===== src/rtl/bfds_pkg.sv =====
// Package for the back-to-front distance sorter: request and result types,
// queue entry type, register codes and sizing constants.
// No dependencies.
package bfds_pkg;

	localparam int COORD_W             = 16;
	localparam int KEY_W               = 36;
	localparam int SQ_W                = 32;
	localparam int CFG_IDX_W           = 2;
	localparam int MAX_OBJECTS_DEFAULT = 64;
	localparam int QUEUE_DEPTH         = 4;
	localparam int QUEUE_PTR_W         = $clog2(QUEUE_DEPTH);
	localparam int QUEUE_CNT_W         = $clog2(QUEUE_DEPTH + 1);

	typedef enum logic [CFG_IDX_W-1:0] {
		REG_CAMERA_X = 2'd0,
		REG_CAMERA_Y = 2'd1,
		REG_CAMERA_Z = 2'd2
	} cfg_reg_t;

	typedef enum logic {
		ST_LOAD,
		ST_DRAIN
	} back_state_t;

	typedef struct packed {
		logic signed [COORD_W-1:0] pos_x;
		logic signed [COORD_W-1:0] pos_y;
		logic signed [COORD_W-1:0] pos_z;
		logic                      last_object;
	} in_item_t;

	typedef struct packed {
		logic [5:0] object_index;
		logic       last_index;
	} result_t;

	typedef struct packed {
		logic [KEY_W-1:0] key;
		logic             last;
	} qentry_t;

	typedef struct packed {
		logic    valid;
		qentry_t entry;
	} push_t;

endpackage


===== src/rtl/bfds_front.sv =====
// Front end: camera registers, request acceptance and squared distance key.
// Depends on bfds_pkg.
module bfds_front (
	input  logic                               clk,
	input  logic                               arst_n,
	input  logic                               start,
	output logic                               busy,
	input  bfds_pkg::in_item_t                 item,
	input  logic                               cfg_valid,
	output logic                               cfg_ready,
	input  logic [bfds_pkg::CFG_IDX_W-1:0]     cfg_index,
	input  logic [bfds_pkg::COORD_W-1:0]       cfg_data,
	input  logic [bfds_pkg::QUEUE_CNT_W-1:0]   q_count,
	output bfds_pkg::push_t                    push
);

	logic [bfds_pkg::COORD_W-1:0] cam_x_q, cam_y_q, cam_z_q;
	logic                         valid_s1;
	logic                         last_s1;
	logic [bfds_pkg::SQ_W-1:0]    sq_x_s1, sq_y_s1, sq_z_s1;
	logic                         accept;
	logic [bfds_pkg::COORD_W-1:0] mag_x, mag_y, mag_z;
	logic [bfds_pkg::QUEUE_CNT_W:0] in_flight;

	function automatic logic [bfds_pkg::COORD_W-1:0] axis_mag(
		input logic [bfds_pkg::COORD_W-1:0] pos,
		input logic [bfds_pkg::COORD_W-1:0] cam
	);
		logic [bfds_pkg::COORD_W:0] d;
		logic [bfds_pkg::COORD_W:0] m;
		d = {pos[bfds_pkg::COORD_W-1], pos} - {cam[bfds_pkg::COORD_W-1], cam};
		m = d[bfds_pkg::COORD_W] ? (~d + 1'b1) : d;
		return m[bfds_pkg::COORD_W-1:0];
	endfunction

	assign cfg_ready = 1'b1;
	assign in_flight = (bfds_pkg::QUEUE_CNT_W + 1)'(q_count)
	                 + (bfds_pkg::QUEUE_CNT_W + 1)'(valid_s1);
	assign busy      = in_flight >= (bfds_pkg::QUEUE_CNT_W + 1)'(bfds_pkg::QUEUE_DEPTH);
	assign accept    = start && !busy;

	assign mag_x = axis_mag(item.pos_x, cam_x_q);
	assign mag_y = axis_mag(item.pos_y, cam_y_q);
	assign mag_z = axis_mag(item.pos_z, cam_z_q);

	always_ff @(posedge clk or negedge arst_n) begin
		if (!arst_n) begin
			cam_x_q <= '0;
			cam_y_q <= '0;
			cam_z_q <= '0;
		end else if (cfg_valid && cfg_ready) begin
			case (cfg_index)
				bfds_pkg::REG_CAMERA_X: cam_x_q <= cfg_data;
				bfds_pkg::REG_CAMERA_Y: cam_y_q <= cfg_data;
				bfds_pkg::REG_CAMERA_Z: cam_z_q <= cfg_data;
				default: ;
			endcase
		end
	end

	always_ff @(posedge clk or negedge arst_n) begin
		if (!arst_n) begin
			valid_s1 <= 1'b0;
		end else begin
			valid_s1 <= accept;
		end
	end

	always_ff @(posedge clk) begin
		if (accept) begin
			sq_x_s1 <= mag_x * mag_x;
			sq_y_s1 <= mag_y * mag_y;
			sq_z_s1 <= mag_z * mag_z;
			last_s1 <= item.last_object;
		end
	end

	always_comb begin
		push.valid      = valid_s1;
		push.entry.last = last_s1;
		push.entry.key  = bfds_pkg::KEY_W'(sq_x_s1) + bfds_pkg::KEY_W'(sq_y_s1)
		                + bfds_pkg::KEY_W'(sq_z_s1);
	end

endmodule


===== config.mk =====
export PLATFORM = sky130hd
export DESIGN_NAME = bfds_front
export DESIGN_NICKNAME = d
export VERILOG_FILES = /design/src/rtl/bfds_pkg.sv /design/src/rtl/bfds_front.sv
export SDC_FILE = /design/constraint.sdc
export NUM_CORES = 2
export LEC_CHECK = 0
export BUFFER_PORTS_ARGS = -buffer_cell sky130_fd_sc_hd__buf_2
export CAP_MARGIN = 20
export CORE_MARGIN = 1.5
export CORE_UTILIZATION = 38
export DETAILED_ROUTE_END_ITERATION = 8
export MAX_ROUTING_LAYER = met4
export PLACE_DENSITY = 0.6
export RECOVER_POWER = 25
export REMOVE_ABC_BUFFERS = 1
export SLEW_MARGIN = 20
export SYNTH_ARGS = -nofsm -noshare
export SYNTH_HDL_FRONTEND = slang
export SYNTH_SLANG_ARGS = --single-unit

===== constraint.sdc =====
create_clock -name clk -period 12.2 [get_ports clk]
set_clock_uncertainty 0.2 [all_clocks]
set_input_delay 1.22 -clock clk [delete_from_list [all_inputs] [get_ports clk]]
set_output_delay 1.22 -clock clk [all_outputs]
set_load 0.01 [all_outputs]

==> reports/metrics.cfg <==
[clock_network]
htreeDepth=4
clk_pin_slew_worst_paths_ps=60
clock_latency_ps=440
cts_buffers=17
tritoncts=done
cts_resized=0
cts_sinks=143
post_cts_buffers=0
hold_buffers=0
clockRootBuffer=clkbuf_16
cts_buffer_depth=2

[logic_synthesis]
synth_area_leaders=fa_1 33%, ha_1 15%, inv_1 9.9%
yosysUniqueCellTypes=89
synth_edf_count=94
synth_top_area_share_pct=33.5
synth_area_mm2=0.0312
synth_seq_cells=143
synth.most_common_cell=inv_1
synth_async_sr_flop_share_pct=34.3
syn_inst=3402
ys_warn_count=0
synthTopCellsByCount=822 x inv_1, 522 x fa_1, 371 x ha_1, 296 x nor2_1, 245 x nand2_1
synthFlopType=edfxtp_1
syn_area_per_cell_um2=9.18
yosys.area.top_type=fa_1
seq_area_frac_synth_pct=13.0

[worst_setup_path]
crit_fanout=16
worstPathRequired_ps=12170
critPathKind=in -> reg
crit_arrival_ps=11170
start_kind=primary input
crit_slowest_cell=xnor2_1
slowest_delay_ps=600
timing.critical_path.to_type=flop
r2r_cells=29
critPathMostFrequentCell=fa_1

[global_route]
grt_pass1_wl_um=125000
grt_max_degree=59
first_global_vias=23300
grt_use_total_pct=19.8
antenna_found_initial=5
grt_overflow=0

[placement]
portBuffers=110
dp_hpwl_um=67800
dp_cells=4566
place.gp.congestion=0.921

[floorplanning]
dieHeight_um=290
dieArea_mm2=0.0839
start_util_pct=38.6
core_mm2=0.0809
die_w_um=290
top_level_ports=114
num_rows=104

[timing]
fmax_mhz=89.2
drv_slew=89
period_needed_ps=11210
finalSetupViolCount=0
fin_crit_sh_pct=91.9
hold_viol=0
slew_headroom_pct=-79.0
tightest_slew_ps=2680
rsz0062_at_grt=no
finalSetupTns_ps=0

[detailed_routing]
drtIter0Drc=1552
vias=22700
route.detailed.drc=0
postRouteAntennaNets=0
dr.pass1.iters=6
drt_wl_total_um=77900
vias_per_cell=4.94
post_drt_wl_per_cell_um=16.9

[layout]
layout.nets=4492
area_delta_synth_final_pct=8.22
layout-drive-gt1-share_pct=7.46
fin_cells=4599
fillers=8051

[status]
failed_checks=capacitance limit, slew limit
status=finished with violations

[hold_path]
min_path_cells=1
hold_class=reg -> reg

[flow_run]
cap_violations=2

[layout make-up]
class	count	area, um2	area share (%)
diodes	1	2.50	0.00740
clock buffers	17	425	1.26
clock inverters	15	150	0.444
inverters	839	3150	9.32
multi-input cells	2366	23800	70.4
flip-flops and latches	143	4050	12.0
well taps	1060	1330	3.92
repair buffers	158	895	2.65
[worst max-delay path, delay by kind of cell]
family | cells | cell delay, ps
adders and majority gates | 9 | 4080
AOI/OAI and AO/OA | 12 | 3420
xor gates and xnor gates | 2 | 1030
and+or+nand+nor | 4 | 710
buffers and inverters | 4 | 690
[metal layers]
metal	wire length, um	vias up	GRT usage, %
met2	36200	551	31.1
met4	1310	0	3.77
li1	-	10900	-
met1	36800	11200	28.1
met3	3630	69	1.59
met5	0	-	-
[cells in the final DEF, fill, tap and decap left out, types with 7 or more instances in the layout]
cell type	netlist	final
and3_1	16	16
o21a_1	26	26
o21bai_1	21	21
fa_1	522	522
nor2b_1	20	20
o21ai_0	76	76
dfrtp_1	49	49
o2111ai_1	7	7
nand3_1	26	26
edfxtp_1	94	94
nand2_1	245	245
buf_4	5	44
nor3_1	33	33
nand2b_1	35	35
inv_1	822	822
a211o_1	10	10
nand4_1	9	9
and2_1	11	11
o22ai_1	7	7
or3_1	16	16
a21oi_1	143	143
a211oi_1	15	15
clkbuf_16	0	17
buf_2	14	109
o31a_1	8	8
mux2_2	37	37
clkinv_1	11	12
a21o_1	85	85
xnor2_1	130	130
a31oi_1	14	14
xor2_1	66	66
or2_2	14	14
nor2_1	296	295
ha_1	371	371
[registers in the layout, summed over array words and instances (netlist names)]
| name | count |
|---|---|
| last_s1 | 1 |
| sq_x_s1 | 31 |
| valid_s1 | 1 |
| sq_z_s1 | 31 |
| sq_y_s1 | 31 |
| cam_x_q | 16 |
| cam_y_q | 16 |
| cam_z_q | 16 |
[kinds of logic (layout without fill, tap and decap cells)]
| family | after synthesis | in the layout | share of synthesized area [%] |
|---|---|---|---|
| AO/OA/AOI/OAI | 474 | 474 | 9.89 |
| XOR/XNOR | 200 | 200 | 5.72 |
| adder cells (fa/ha/maj) | 893 | 893 | 48.3 |
| buffers and inverters | 897 | 1029 | 10.9 |
| flip-flops | 143 | 143 | 13.0 |
| multiplexers | 40 | 40 | 1.43 |
| other | 2 | 7 | 0.0240 |
| AND/OR/NAND/NOR | 753 | 753 | 10.8 |
[through the flow]
step	util [%]	hold WS, ps	cell area, um2	setup slack [ps]
3_5_place_dp	41.1	293	33300	652
2_1_floorplan	-	279	31000	1680
5_1_grt	41.8	324	33800	458
6_report	41.8	303	33800	991
3_3_place_gp	41.1	288	33300	788
4_1_cts	41.8	307	33800	1120
[path summary, 6_finish.rpt]
path	start	endpoint	slack (ps)
setup / recovery	item[1]	sq_z_s1[31]	990
hold / removal	cam_y_q[4]	cam_y_q[4]	300
setup reg to reg	cam_z_q[0]	sq_z_s1[31]	1540
hold reg to reg	cam_y_q[4]	cam_y_q[4]	300
max in group asynchronous	arst_n	cam_y_q[4]	8750
min in group asynchronous	arst_n	cam_y_q[15]	1530
Power is not shown: default switching activity piles up to over one toggle a cycle in this logic, so the estimate is an artifact.
