--- src/rtl/bfds_pkg.sv ---
// Package for the back-to-front distance sorter: request and result types,
// queue entry type, register codes and sizing constants.
// No dependencies.
package bfds_pkg;

	localparam int COORD_W             = 16;
	localparam int KEY_W               = 36;
	localparam int SQ_W                = 32;
	localparam int CFG_IDX_W           = 2;
	localparam int MAX_OBJECTS_DEFAULT = 64;
	localparam int QUEUE_DEPTH         = 4;
	localparam int QUEUE_PTR_W         = $clog2(QUEUE_DEPTH);
	localparam int QUEUE_CNT_W         = $clog2(QUEUE_DEPTH + 1);

	typedef enum logic [CFG_IDX_W-1:0] {
		REG_CAMERA_X = 2'd0,
		REG_CAMERA_Y = 2'd1,
		REG_CAMERA_Z = 2'd2
	} cfg_reg_t;

	typedef enum logic {
		ST_LOAD,
		ST_DRAIN
	} back_state_t;

	typedef struct packed {
		logic signed [COORD_W-1:0] pos_x;
		logic signed [COORD_W-1:0] pos_y;
		logic signed [COORD_W-1:0] pos_z;
		logic                      last_object;
	} in_item_t;

	typedef struct packed {
		logic [5:0] object_index;
		logic       last_index;
	} result_t;

	typedef struct packed {
		logic [KEY_W-1:0] key;
		logic             last;
	} qentry_t;

	typedef struct packed {
		logic    valid;
		qentry_t entry;
	} push_t;

endpackage

--- src/rtl/bfds_queue.sv ---
// Short FIFO of keyed requests between front end and sorter.
// Depends on bfds_pkg.
module bfds_queue (
	input  logic                             clk,
	input  logic                             arst_n,
	input  bfds_pkg::push_t                  push,
	input  logic                             pop,
	output logic                             not_empty,
	output bfds_pkg::qentry_t                head,
	output logic [bfds_pkg::QUEUE_CNT_W-1:0] count
);

	bfds_pkg::qentry_t                mem_q [bfds_pkg::QUEUE_DEPTH];
	logic [bfds_pkg::QUEUE_PTR_W-1:0] wr_ptr_q, rd_ptr_q;
	logic [bfds_pkg::QUEUE_CNT_W-1:0] count_q;
	logic                             do_pop;

	assign not_empty = count_q != '0;
	assign do_pop    = pop && not_empty;
	assign head      = mem_q[rd_ptr_q];
	assign count     = count_q;

	always_ff @(posedge clk or negedge arst_n) begin
		if (!arst_n) begin
			wr_ptr_q <= '0;
			rd_ptr_q <= '0;
			count_q  <= '0;
		end else begin
			if (push.valid) begin
				wr_ptr_q <= (wr_ptr_q == bfds_pkg::QUEUE_PTR_W'(bfds_pkg::QUEUE_DEPTH - 1))
				          ? '0 : wr_ptr_q + 1'b1;
			end
			if (do_pop) begin
				rd_ptr_q <= (rd_ptr_q == bfds_pkg::QUEUE_PTR_W'(bfds_pkg::QUEUE_DEPTH - 1))
				          ? '0 : rd_ptr_q + 1'b1;
			end
			count_q <= count_q + bfds_pkg::QUEUE_CNT_W'(push.valid)
			         - bfds_pkg::QUEUE_CNT_W'(do_pop);
		end
	end

	always_ff @(posedge clk) begin
		if (push.valid) begin
			mem_q[wr_ptr_q] <= push.entry;
		end
	end

endmodule

--- config.mk ---
export PLATFORM = sky130hd
export DESIGN_NAME = bfds_queue
export DESIGN_NICKNAME = d
export VERILOG_FILES = /design/src/rtl/bfds_pkg.sv /design/src/rtl/bfds_queue.sv
export SDC_FILE = /design/constraint.sdc
export NUM_CORES = 1
export LEC_CHECK = 0
export BUFFER_PORTS_ARGS = -buffer_cell sky130_fd_sc_hd__buf_4
export CORE_ASPECT_RATIO = 1.5
export CORE_MARGIN = 3
export CORE_UTILIZATION = 42
export CTS_CLUSTER_SIZE = 8
export DETAILED_ROUTE_END_ITERATION = 8
export PLACE_DENSITY = 0.64
export SYNTH_ARGS = -nofsm -noshare
export SYNTH_HDL_FRONTEND = slang
export SYNTH_SLANG_ARGS = --single-unit
--- constraint.sdc ---
create_clock -name clk -period 5.49 [get_ports clk]
set_input_delay 0.8235 -clock clk [delete_from_list [all_inputs] [get_ports clk]]
set_output_delay 0.8235 -clock clk [all_outputs]
set_load 0.05 [all_outputs]
==> results.py, run 1 <==
metrics = {
    "clock_network": {
        "clockRootBuffer": "clkbuf_16",
        "clock_path_buffers": 2,
        "clk_latency_ns": 0.41,
        "cts_resized": 0,
        "numCtsBuffers": 17,
        "clk_pin_slew_ns": 0.06,
        "hold_buffers": 0,
        "cts.sinks": 155,
        "post-cts-setup-buffer-count": 0,
        "htreeDepth": 4,
        "cts_tree": "done",
    },
    "drt": {
        "drtIter0Drc": 110,
        "ant_nets": 0,
        "drtPass1Iterations": 4,
        "routed_wirelength_um": 9880,
        "vias": 2568,
        "drc": 0,
        "via_per_inst": 5.19,
        "wire_per_inst_um": 20.0,
    },
    "power_and_ir_drop": {
        "power_leakage_nw": 2.47,
        "ir_drop_uv": 413,
        "power_mw": 4.39,
        "p_per_area_nw_per_um2": 620,
    },
    "timing": {
        "finalHoldViolCount": 0,
        "finalSetupTns_ns": 0,
        "period_needed_ns": 3.32,
        "finalSetupViolCount": 0,
        "slew_viol_final": 0,
        "max_slew.worst_pin.slew_ns": 1.06,
        "relSlewSlack_pct": 29.3,
        "fin_skew_ns": 0.00821,
        "rsz0062_at_grt": "false",
        "clock.fmax_mhz": 301,
        "finalCritPeriodShare_pct": 60.5,
    },
    "placement": {
        "portBuffers": 81,
        "gp_congestion": 0.672,
        "dp_hpwl_um": 5700,
    },
    "global_routing": {
        "grt_pass1_vias": 2828,
        "grt_max_degree": 40,
        "grt_pass1_wl_um": 15500,
        "track_usage_pct": 14.1,
        "antenna_found_initial": 0,
        "grt-ovfl-total": 0,
    },
    "yosys": {
        "synth_seq_cells": 155,
        "yosysWarnings": 0,
        "syn_area_per_cell_um2": 25.0,
        "yosysTopAreaCellShare_pct": 77.3,
        "synth_nets": 279,
        "synth_area_leaders": "edfxtp_1, mux4_2, dfrtp_1",
        "post-synth-top-area-cell": "edfxtp_1",
        "synth_cell_type_count": 19,
        "syn_inst": 230,
        "synth_area_um2": 5750,
        "yosysSeqAreaShare_pct": 80.4,
    },
    "floorplan": {
        "boundaryPins": 82,
        "die_area_um2": 15200,
        "start_util_pct": 43.5,
        "rows": 51,
        "design.core.area_um2": 13200,
        "die_x_um": 102,
        "chipHeight_um": 149,
    },
    "flow_run": {
        "maxCapViolations": 0,
    },
    "worst_setup_path": {
        "arrival_ns": 2.50,
        "critPathKind": "reg2out",
        "end_kind": "primary output",
        "critPathLaunchType": "register",
        "crit_required_ns": 4.67,
        "crit_fanout": 23,
    },
    "finish": {
        "fill_cells": 1014,
        "drive_gt1_share_pct": 47.3,
        "syn2layout_area_growth_pct": 23.2,
        "n_antenna_cell": 0,
        "final_nets": 372,
    },
    "min_path": {
        "hold_path.class": "in2async",
    },
    "run_status": {
        "status": "finished clean",
    },
}
==> cell families (layout without fill, tap and decap cells) <==
| kind of cell | after synthesis | after routing | synth area share [%] |
|---|---|---|---|
| AOI/OAI and AO/OA | 3 | 3 | 0.305 |
| xor gates and xnor gates | 2 | 2 | 0.305 |
| adders and majority gates | 8 | 8 | 1.87 |
| buffers and inverters | 15 | 121 | 1.44 |
| DFF | 155 | 155 | 80.4 |
| muxes | 39 | 39 | 14.9 |
| and+or+nand+nor | 8 | 8 | 0.827 |
==> critical path, stage by stage (launching register included) <==
cell and delay, ns:
dfrtp_2 0.77, buf_4 0.51, mux4_2 0.60, buf_4 0.21
==> metal layers <==
metal  track usage [%]  vias up  part of all wire (%)
li1                  -     1152                     -
met1              16.8     1344                    39
met2              23.9       63                    55
met3              4.63        9                   4.5
met4              5.26        0                   1.3
met5                 0        -                     0
==> report_power, final <==
part / total [mW] / internal [mW] / switching (mW)
Clock: 1.10 / 0.631 / 0.467
Sequential: 1.68 / 1.53 / 0.155
Combinational: 1.61 / 0.586 / 1.02
Total: 4.39 / 2.74 / 1.64
==> final timing paths <==
path,end,cells past startpoint,slack (ns),start
setup / recovery,head[28],3,2.17,rd_ptr_q[0]$_DFFE_PN0P_
hold / removal,count[0]$_DFF_PN0_,1,0.22,arst_n
setup reg to reg,count[2]$_DFF_PN0_,9,3.16,count[1]$_DFF_PN0_
hold reg to reg,count[2]$_DFF_PN0_,1,0.53,count[2]$_DFF_PN0_
max in group asynchronous,rd_ptr_q[0]$_DFFE_PN0P_,1,5.13,arst_n
min in group clk,count[2]$_DFF_PN0_,1,0.53,count[2]$_DFF_PN0_
==> sequential cells by signal, indices dropped and copies added, names as in the netlist <==
name and count:
mem_q 148, count 3, rd_ptr_q 2, wr_ptr_q 2
==> cells in the final DEF, fill, tap and decap left out, types with 2 or more instances in the layout <==
cell type   instances
xnor2_1             2
inv_6               3
dfrtp_2             2
edfxtp_1          148
buf_4              82
mux4_2             37
o21ai_0             2
inv_1               7
ha_1                7
and2_2              4
dfrtp_1             5
clkbuf_16          17
clkinvlp_4          3
clkinv_4            5
mux2_2              2
==> through the flow <==
step	hold WS (ns)	util, %	instance area (um2)	cells	setup WS, ns
finish	0.216	53.6	7080	495	2.17
global route	0.201	53.6	7080	495	1.96
CTS	0.201	53.6	7080	495	2.04
global placement	0.510	49.3	6510	463	2.49
floorplan	0.528	-	5750	230	3.11
detailed placement	0.524	49.3	6510	463	2.48
==> cell type report <==
type	count	area, um2	share of cell area, %
timing repair buffer	82	616	8.69
clock buffer	17	425	6.01
tap	159	199	2.81
sequential	155	4620	65.3
clock inverter	15	143	2.01
inverter	7	26.3	0.371
multi-input combinational	60	1050	14.8
==> synth_stat cells <==
library cell / instances
buf_2: 3
mux2_2: 2
inv_1: 7
dfrtp_1: 7
buf_4: 2
o31ai_1: 1
or3_1: 1
mux4_2: 37
edfxtp_1: 148
nand2_1: 1
nor2_1: 1
buf_6: 2
ha_1: 7
fa_1: 1
xnor2_1: 2
clkbuf_1: 1
or3b_2: 1
o21ai_0: 2
and2_1: 4
No activity file was read; power rests on OpenSTA's default activity.
==> run 2, diff against run 1 <==
==> constraint.sdc (replaced) <==
create_clock -name clk -period 3.35 [get_ports clk]
set_input_delay 0.5025 -clock clk [delete_from_list [all_inputs] [get_ports clk]]
set_output_delay 0.5025 -clock clk [all_outputs]
set_load 0.05 [all_outputs]
==> results.py, run 2 (synthesized netlist as in run 1, its figures left out) <==
metrics = {
    "power_and_ir_drop": {
        "intPower_mw": 4.67,
        "p_per_area_nw_per_um2": 1030,
        "p_seq_share_pct": 36.5,
        "p_comb_share_pct": 37.5,
        "clkPwrFrac_pct": 26.0,
        "power_leakage_nw": 2.51,
        "p_sw_mw": 2.67,
        "switching_share_pct": 36.4,
        "power_mw": 7.34,
        "ir_drop_uv": 646,
    },
    "placement": {
        "place_area_um2": 6550,
        "pre_cts_ws_ns": 1.12,
        "dp_hpwl_um": 6050,
        "placedCellCount": 466,
        "portBuffers": 81,
        "gp_congestion": 0.676,
    },
    "finish": {
        "final_nets": 376,
        "fin_util_pct": 54.2,
        "layout_common_cells": "edfxtp_1, buf_4, mux4_2",
        "largest_register": "mem_q",
        "stdcell_count": 499,
        "drive_gt1_share_pct": 47.1,
        "syn2layout_area_growth_pct": 24.5,
        "largest_reg_flops": 148,
        "fill_cells": 1001,
        "final_common_cell": "edfxtp_1",
        "n_antenna_cell": 0,
        "fin_area_um2": 7160,
    },
    "timing": {
        "finalCritPeriodShare_pct": 77.1,
        "slew_viol_final": 0,
        "setup_slack_ns": 0.766,
        "finalHoldViolCount": 0,
        "clock.fmax_mhz": 387,
        "period_needed_ns": 2.58,
        "max_slew.worst_pin.slew_ns": 1.04,
        "finalSetupViolCount": 0,
        "relSlewSlack_pct": 30.7,
        "fin_skew_ns": 0.00518,
        "rsz0062_at_grt": "false",
        "finalSetupTns_ns": 0,
        "hold_ws_ns": 0.290,
    },
    "worst_setup_path": {
        "regToRegEndpoint": "count[2]$_DFF_PN0_",
        "crit_required_ns": 2.85,
        "end_kind": "primary output",
        "r2r-start": "count[1]$_DFF_PN0_",
        "critPathKind": "reg2out",
        "r2r.worst_path.cells": 9,
        "arrival_ns": 2.08,
        "crit_fanout": 15,
        "critPathLaunchType": "register",
        "r2r_slack_ns": 1.14,
    },
    "min_path": {
        "worstHoldStart": "push[29]",
        "hold_depth": 1,
        "hold_end": "mem_q[1][29]$_DFFE_PP_",
        "hold_path.class": "in2reg",
    },
    "global_routing": {
        "grt_pass1_vias": 2937,
        "grt_pass1_wl_um": 15900,
        "grt-ovfl-total": 0,
        "antenna_found_initial": 0,
        "grt_max_degree": 38,
        "track_usage_pct": 14.7,
    },
    "floorplan": {
        "die_area_um2": 15200,
        "boundaryPins": 82,
        "chipHeight_um": 149,
        "start_util_pct": 43.5,
        "rows": 51,
        "design.core.area_um2": 13200,
        "die_x_um": 102,
    },
    "clock_network": {
        "clockRootBuffer": "clkbuf_16",
        "post-cts-setup-buffer-count": 0,
        "clk_latency_ns": 0.41,
        "clock_path_buffers": 2,
        "numCtsBuffers": 17,
        "clk_pin_slew_ns": 0.06,
        "cts_tree": "done",
        "htreeDepth": 4,
        "cts.sinks": 155,
    },
    "drt": {
        "routed_wirelength_um": 10100,
        "ant_nets": 0,
        "drtIter0Drc": 109,
        "drc": 0,
        "vias": 2583,
        "via_per_inst": 5.18,
        "drtPass1Iterations": 4,
        "wire_per_inst_um": 20.3,
    },
    "flow_run": {
        "maxCapViolations": 0,
    },
    "run_status": {
        "status": "finished clean",
    },
}
run 2: worst max path at each step:
stage / from / end / slack (ns) / cells after the start
after global routing: rd_ptr_q[0]$_DFFE_PN0P_ / head[28] / 0.63 / 3
after global placement: rd_ptr_q[0]$_DFFE_PN0P_ / head[28] / 1.14 / 3
after floorplan: count[1]$_DFF_PN0_ / count[2]$_DFF_PN0_ / 0.97 / 9
after detailed placement: count[1]$_DFF_PN0_ / count[2]$_DFF_PN0_ / 1.12 / 9
final: rd_ptr_q[0]$_DFFE_PN0P_ / head[28] / 0.77 / 3
after CTS: rd_ptr_q[0]$_DFFE_PN0P_ / head[9] / 0.69 / 3
run 2: worst max-delay path: stages (launching register included):
cell and delay [ns]:
dfrtp_2 0.53, buf_4 0.37, mux4_2 0.56, buf_4 0.21
run 2: power by group through the flow:
stage / combinational (mW) / clock, mW / sequential (mW)
after floorplan: 2.06 / 0 / 2.68
after global placement: 2.80 / 0 / 2.70
after detailed placement: 2.81 / 0 / 2.73
after CTS: 2.82 / 1.95 / 2.69
after global routing: 2.92 / 2.03 / 2.72
final: 2.76 / 1.91 / 2.68
run 2: repair_timing:
item	in CTS	in global routing
hold buffers	1	0
gates resized for setup	0	0
endpoints found under the hold margin	7	0
run 2: routing by layer:
metal / GRT usage (%) / vias to the layer above / share of wire [%]
met5: 0 / - / 0
met4: 7.32 / 0 / 2.4
met3: 4.54 / 16 / 4.7
met1: 16.0 / 1341 / 37
met2: 25.4 / 66 / 56
li1: - / 1160 / -
run 2: final cells by class:
class / instances / area (um2) / share of cell area (%)
clock buffer: 18 / 429 / 6.00
clock inverter: 14 / 170 / 2.38
inverter: 7 / 26.3 / 0.367
multi-input combinational: 60 / 1050 / 14.7
sequential: 155 / 4620 / 64.6
tap: 159 / 199 / 2.78
timing repair buffer: 86 / 661 / 9.23
==> run 3, diff against run 2 <==
--- a/config.mk
+++ b/config.mk
@@ -5,13 +5,14 @@
 export SDC_FILE = /design/constraint.sdc
 export NUM_CORES = 1
 export LEC_CHECK = 0
+export ABC_AREA = 1
 export BUFFER_PORTS_ARGS = -buffer_cell sky130_fd_sc_hd__buf_4
 export CORE_ASPECT_RATIO = 1.5
 export CORE_MARGIN = 3
 export CORE_UTILIZATION = 42
 export CTS_CLUSTER_SIZE = 8
 export DETAILED_ROUTE_END_ITERATION = 8
-export PLACE_DENSITY = 0.64
+export PLACE_DENSITY = 0.65
 export SYNTH_ARGS = -nofsm -noshare
 export SYNTH_HDL_FRONTEND = slang
 export SYNTH_SLANG_ARGS = --single-unit
==> constraint.sdc (replaced) <==
create_clock -name clk -period 2.3 [get_ports clk]
set_input_delay 0.345 -clock clk [delete_from_list [all_inputs] [get_ports clk]]
set_output_delay 0.345 -clock clk [all_outputs]
set_load 0.05 [all_outputs]
==> results.py, run 3 <==
metrics = {
    "finish": {
        "largest_reg_flops": 148,
        "largest_register": "mem_q",
        "fin_area_um2": 7770,
        "drive_gt1_share_pct": 23.8,
        "layout_common_cells": "edfxtp_1, nand2_1, buf_4",
        "final_nets": 620,
        "syn2layout_area_growth_pct": 22.2,
        "fin_util_pct": 53.0,
        "final_common_cell": "edfxtp_1",
    },
    "run_status": {
        "status": "finished clean",
    },
    "placement": {
        "place_area_um2": 7180,
        "dp_hpwl_um": 7560,
        "pre_cts_ws_ns": 0.374,
        "gp_congestion": 0.727,
        "portBuffers": 81,
    },
    "timing": {
        "clock.fmax_mhz": 466,
        "slew_viol_final": 0,
        "setup_slack_ns": 0.154,
        "relSlewSlack_pct": 66.5,
        "finalCritPeriodShare_pct": 93.3,
        "period_needed_ns": 2.15,
        "fin_skew_ns": 0.00659,
        "finalHoldViolCount": 0,
        "max_slew.worst_pin.slew_ns": 0.503,
        "finalSetupTns_ns": 0,
        "finalSetupViolCount": 0,
        "rsz0062_at_grt": "false",
    },
    "clock_network": {
        "htreeDepth": 4,
        "cts.sinks": 155,
        "clk_pin_slew_ns": 0.06,
        "numCtsBuffers": 17,
        "cts_tree": "done",
        "clk_latency_ns": 0.41,
        "clock_path_buffers": 2,
        "clockRootBuffer": "clkbuf_16",
    },
    "global_routing": {
        "grt_max_degree": 57,
        "grt-ovfl-total": 0,
        "grt_pass1_vias": 3791,
        "grt_pass1_wl_um": 19400,
        "antenna_found_initial": 1,
        "track_usage_pct": 15.4,
    },
    "floorplan": {
        "design.core.area_um2": 14700,
        "chipHeight_um": 157,
        "rows": 54,
        "start_util_pct": 43.4,
        "die_x_um": 106,
        "boundaryPins": 82,
        "die_area_um2": 16700,
    },
    "worst_setup_path": {
        "crit_fanout": 23,
        "critPathKind": "reg2out",
        "r2r_slack_ns": 0.36,
        "critPathLaunchType": "register",
        "critPathMaxStageDelay_ns": 0.40,
        "crit_required_ns": 1.96,
        "r2r.worst_path.cells": 10,
        "path_cells": "inv_2, buf_12, o211ai_2, nand2_1, buf_4",
        "arrival_ns": 1.80,
        "cp_slowest_cell": "dfrtp_2",
        "end_kind": "primary output",
    },
    "power_and_ir_drop": {
        "ir_drop_uv": 913,
        "p_per_area_nw_per_um2": 1470,
        "power_leakage_nw": 3.14,
        "power_mw": 11.4,
    },
    "yosys": {
        "yosysMostFrequentCell": "edfxtp_1",
        "syn_area_per_cell_um2": 13.2,
        "syn_inst": 483,
        "synthFlopType": "edfxtp_1",
        "async_flop_share_pct": 4.52,
        "synth_nets": 532,
        "synth_cell_type_count": 18,
        "yosysWarnings": 0,
        "post-synth-top-area-cell": "edfxtp_1",
        "synth_area_leaders": "edfxtp_1, o211ai_1, nand2_1",
        "yosysTopAreaCellShare_pct": 69.9,
        "ys_top_cells_by_count": "edfxtp_1, nand2_1, inv_1, o211ai_1, buf_6",
        "synth_edf_count": 148,
        "synth_area_um2": 6360,
        "synth_seq_cells": 155,
        "yosysSeqAreaShare_pct": 72.6,
    },
    "drt": {
        "vias": 3724,
        "drc": 0,
        "drtIter0Drc": 145,
        "drtPass1Iterations": 6,
        "routed_wirelength_um": 12100,
        "ant_nets": 0,
        "wire_per_inst_um": 15.5,
        "via_per_inst": 4.77,
    },
    "min_path": {
        "hold_path.class": "in2reg",
        "hold_depth": 1,
    },
    "flow_run": {
        "maxCapViolations": 0,
    },
}
run 3: area by class of cell:
class                      count  area [um2]
clock buffer                  17         425
tap                          196         245
clock inverter                15         139
sequential                   155        4630
fill                        1246        6890
inverter                      87         327
timing repair buffer          93         786
antenna                        1        2.50
multi-input combinational    217        1220
run 3: path summary, 6_finish.rpt:
check / end / startpoint
max in group asynchronous: rd_ptr_q[0]$_DFFE_PN0P_ / arst_n
worst max-delay path: head[7] / rd_ptr_q[1]$_DFFE_PN0P_
min in group asynchronous: count[2]$_DFF_PN0_ / arst_n
worst min register to register: wr_ptr_q[0]$_DFFE_PN0P_ / wr_ptr_q[0]$_DFFE_PN0P_
worst min-delay path: mem_q[0][21]$_DFFE_PP_ / push[21]
worst max register to register: count[1]$_DFF_PN0_ / count[2]$_DFF_PN0_
run 3: critical path, delay by kind of cell (launching register included):
family	cells	cell delay, ns
flops	1	0.40
buf+inv	3	0.75
simple gates	1	0.13
compound gates	1	0.10
run 3: kinds of logic after synthesis:
kind of cell / share of synthesized area [%]
AOI/OAI and AO/OA: 9.44
xor gates and xnor gates: 0.275
adders and majority gates: 1.69
buffers and inverters: 8.22
DFF: 72.6
and+or+nand+nor: 7.77
run 3: report_power, final:
group / internal (mW) / switching [mW] / leakage (nW)
logic: 1.46 / 3.51 / 1.43
clock network: 1.50 / 1.10 / 0.265
registers: 3.64 / 0.201 / 1.44
total: 6.61 / 4.81 / 3.14
run 3: timing repair:
action / CTS / global route
hold buffers: 1 / 0
setup buffers: 0 / 1
resized for setup: 0 / 1
endpoints found under the hold margin: 7 / 0
endpoints found under the setup margin: 0 / 9
run 3: per-layer routing:
metal | track usage, % | share of wire (%) | up-vias
met5 | 0 | 0 | -
met4 | 7.98 | 2.7 | 0
met3 | 3.67 | 3.2 | 23
met2 | 27.4 | 54 | 70
met1 | 17.1 | 40 | 1791
li1 | - | - | 1840
run 3: per-stage QoR:
step                hold WS, ns  cells
floorplan                0.0494    483
global placement          0.163    746
detailed placement        0.166    746
CTS                       0.110    779
global route              0.110    781
finish                    0.127    781
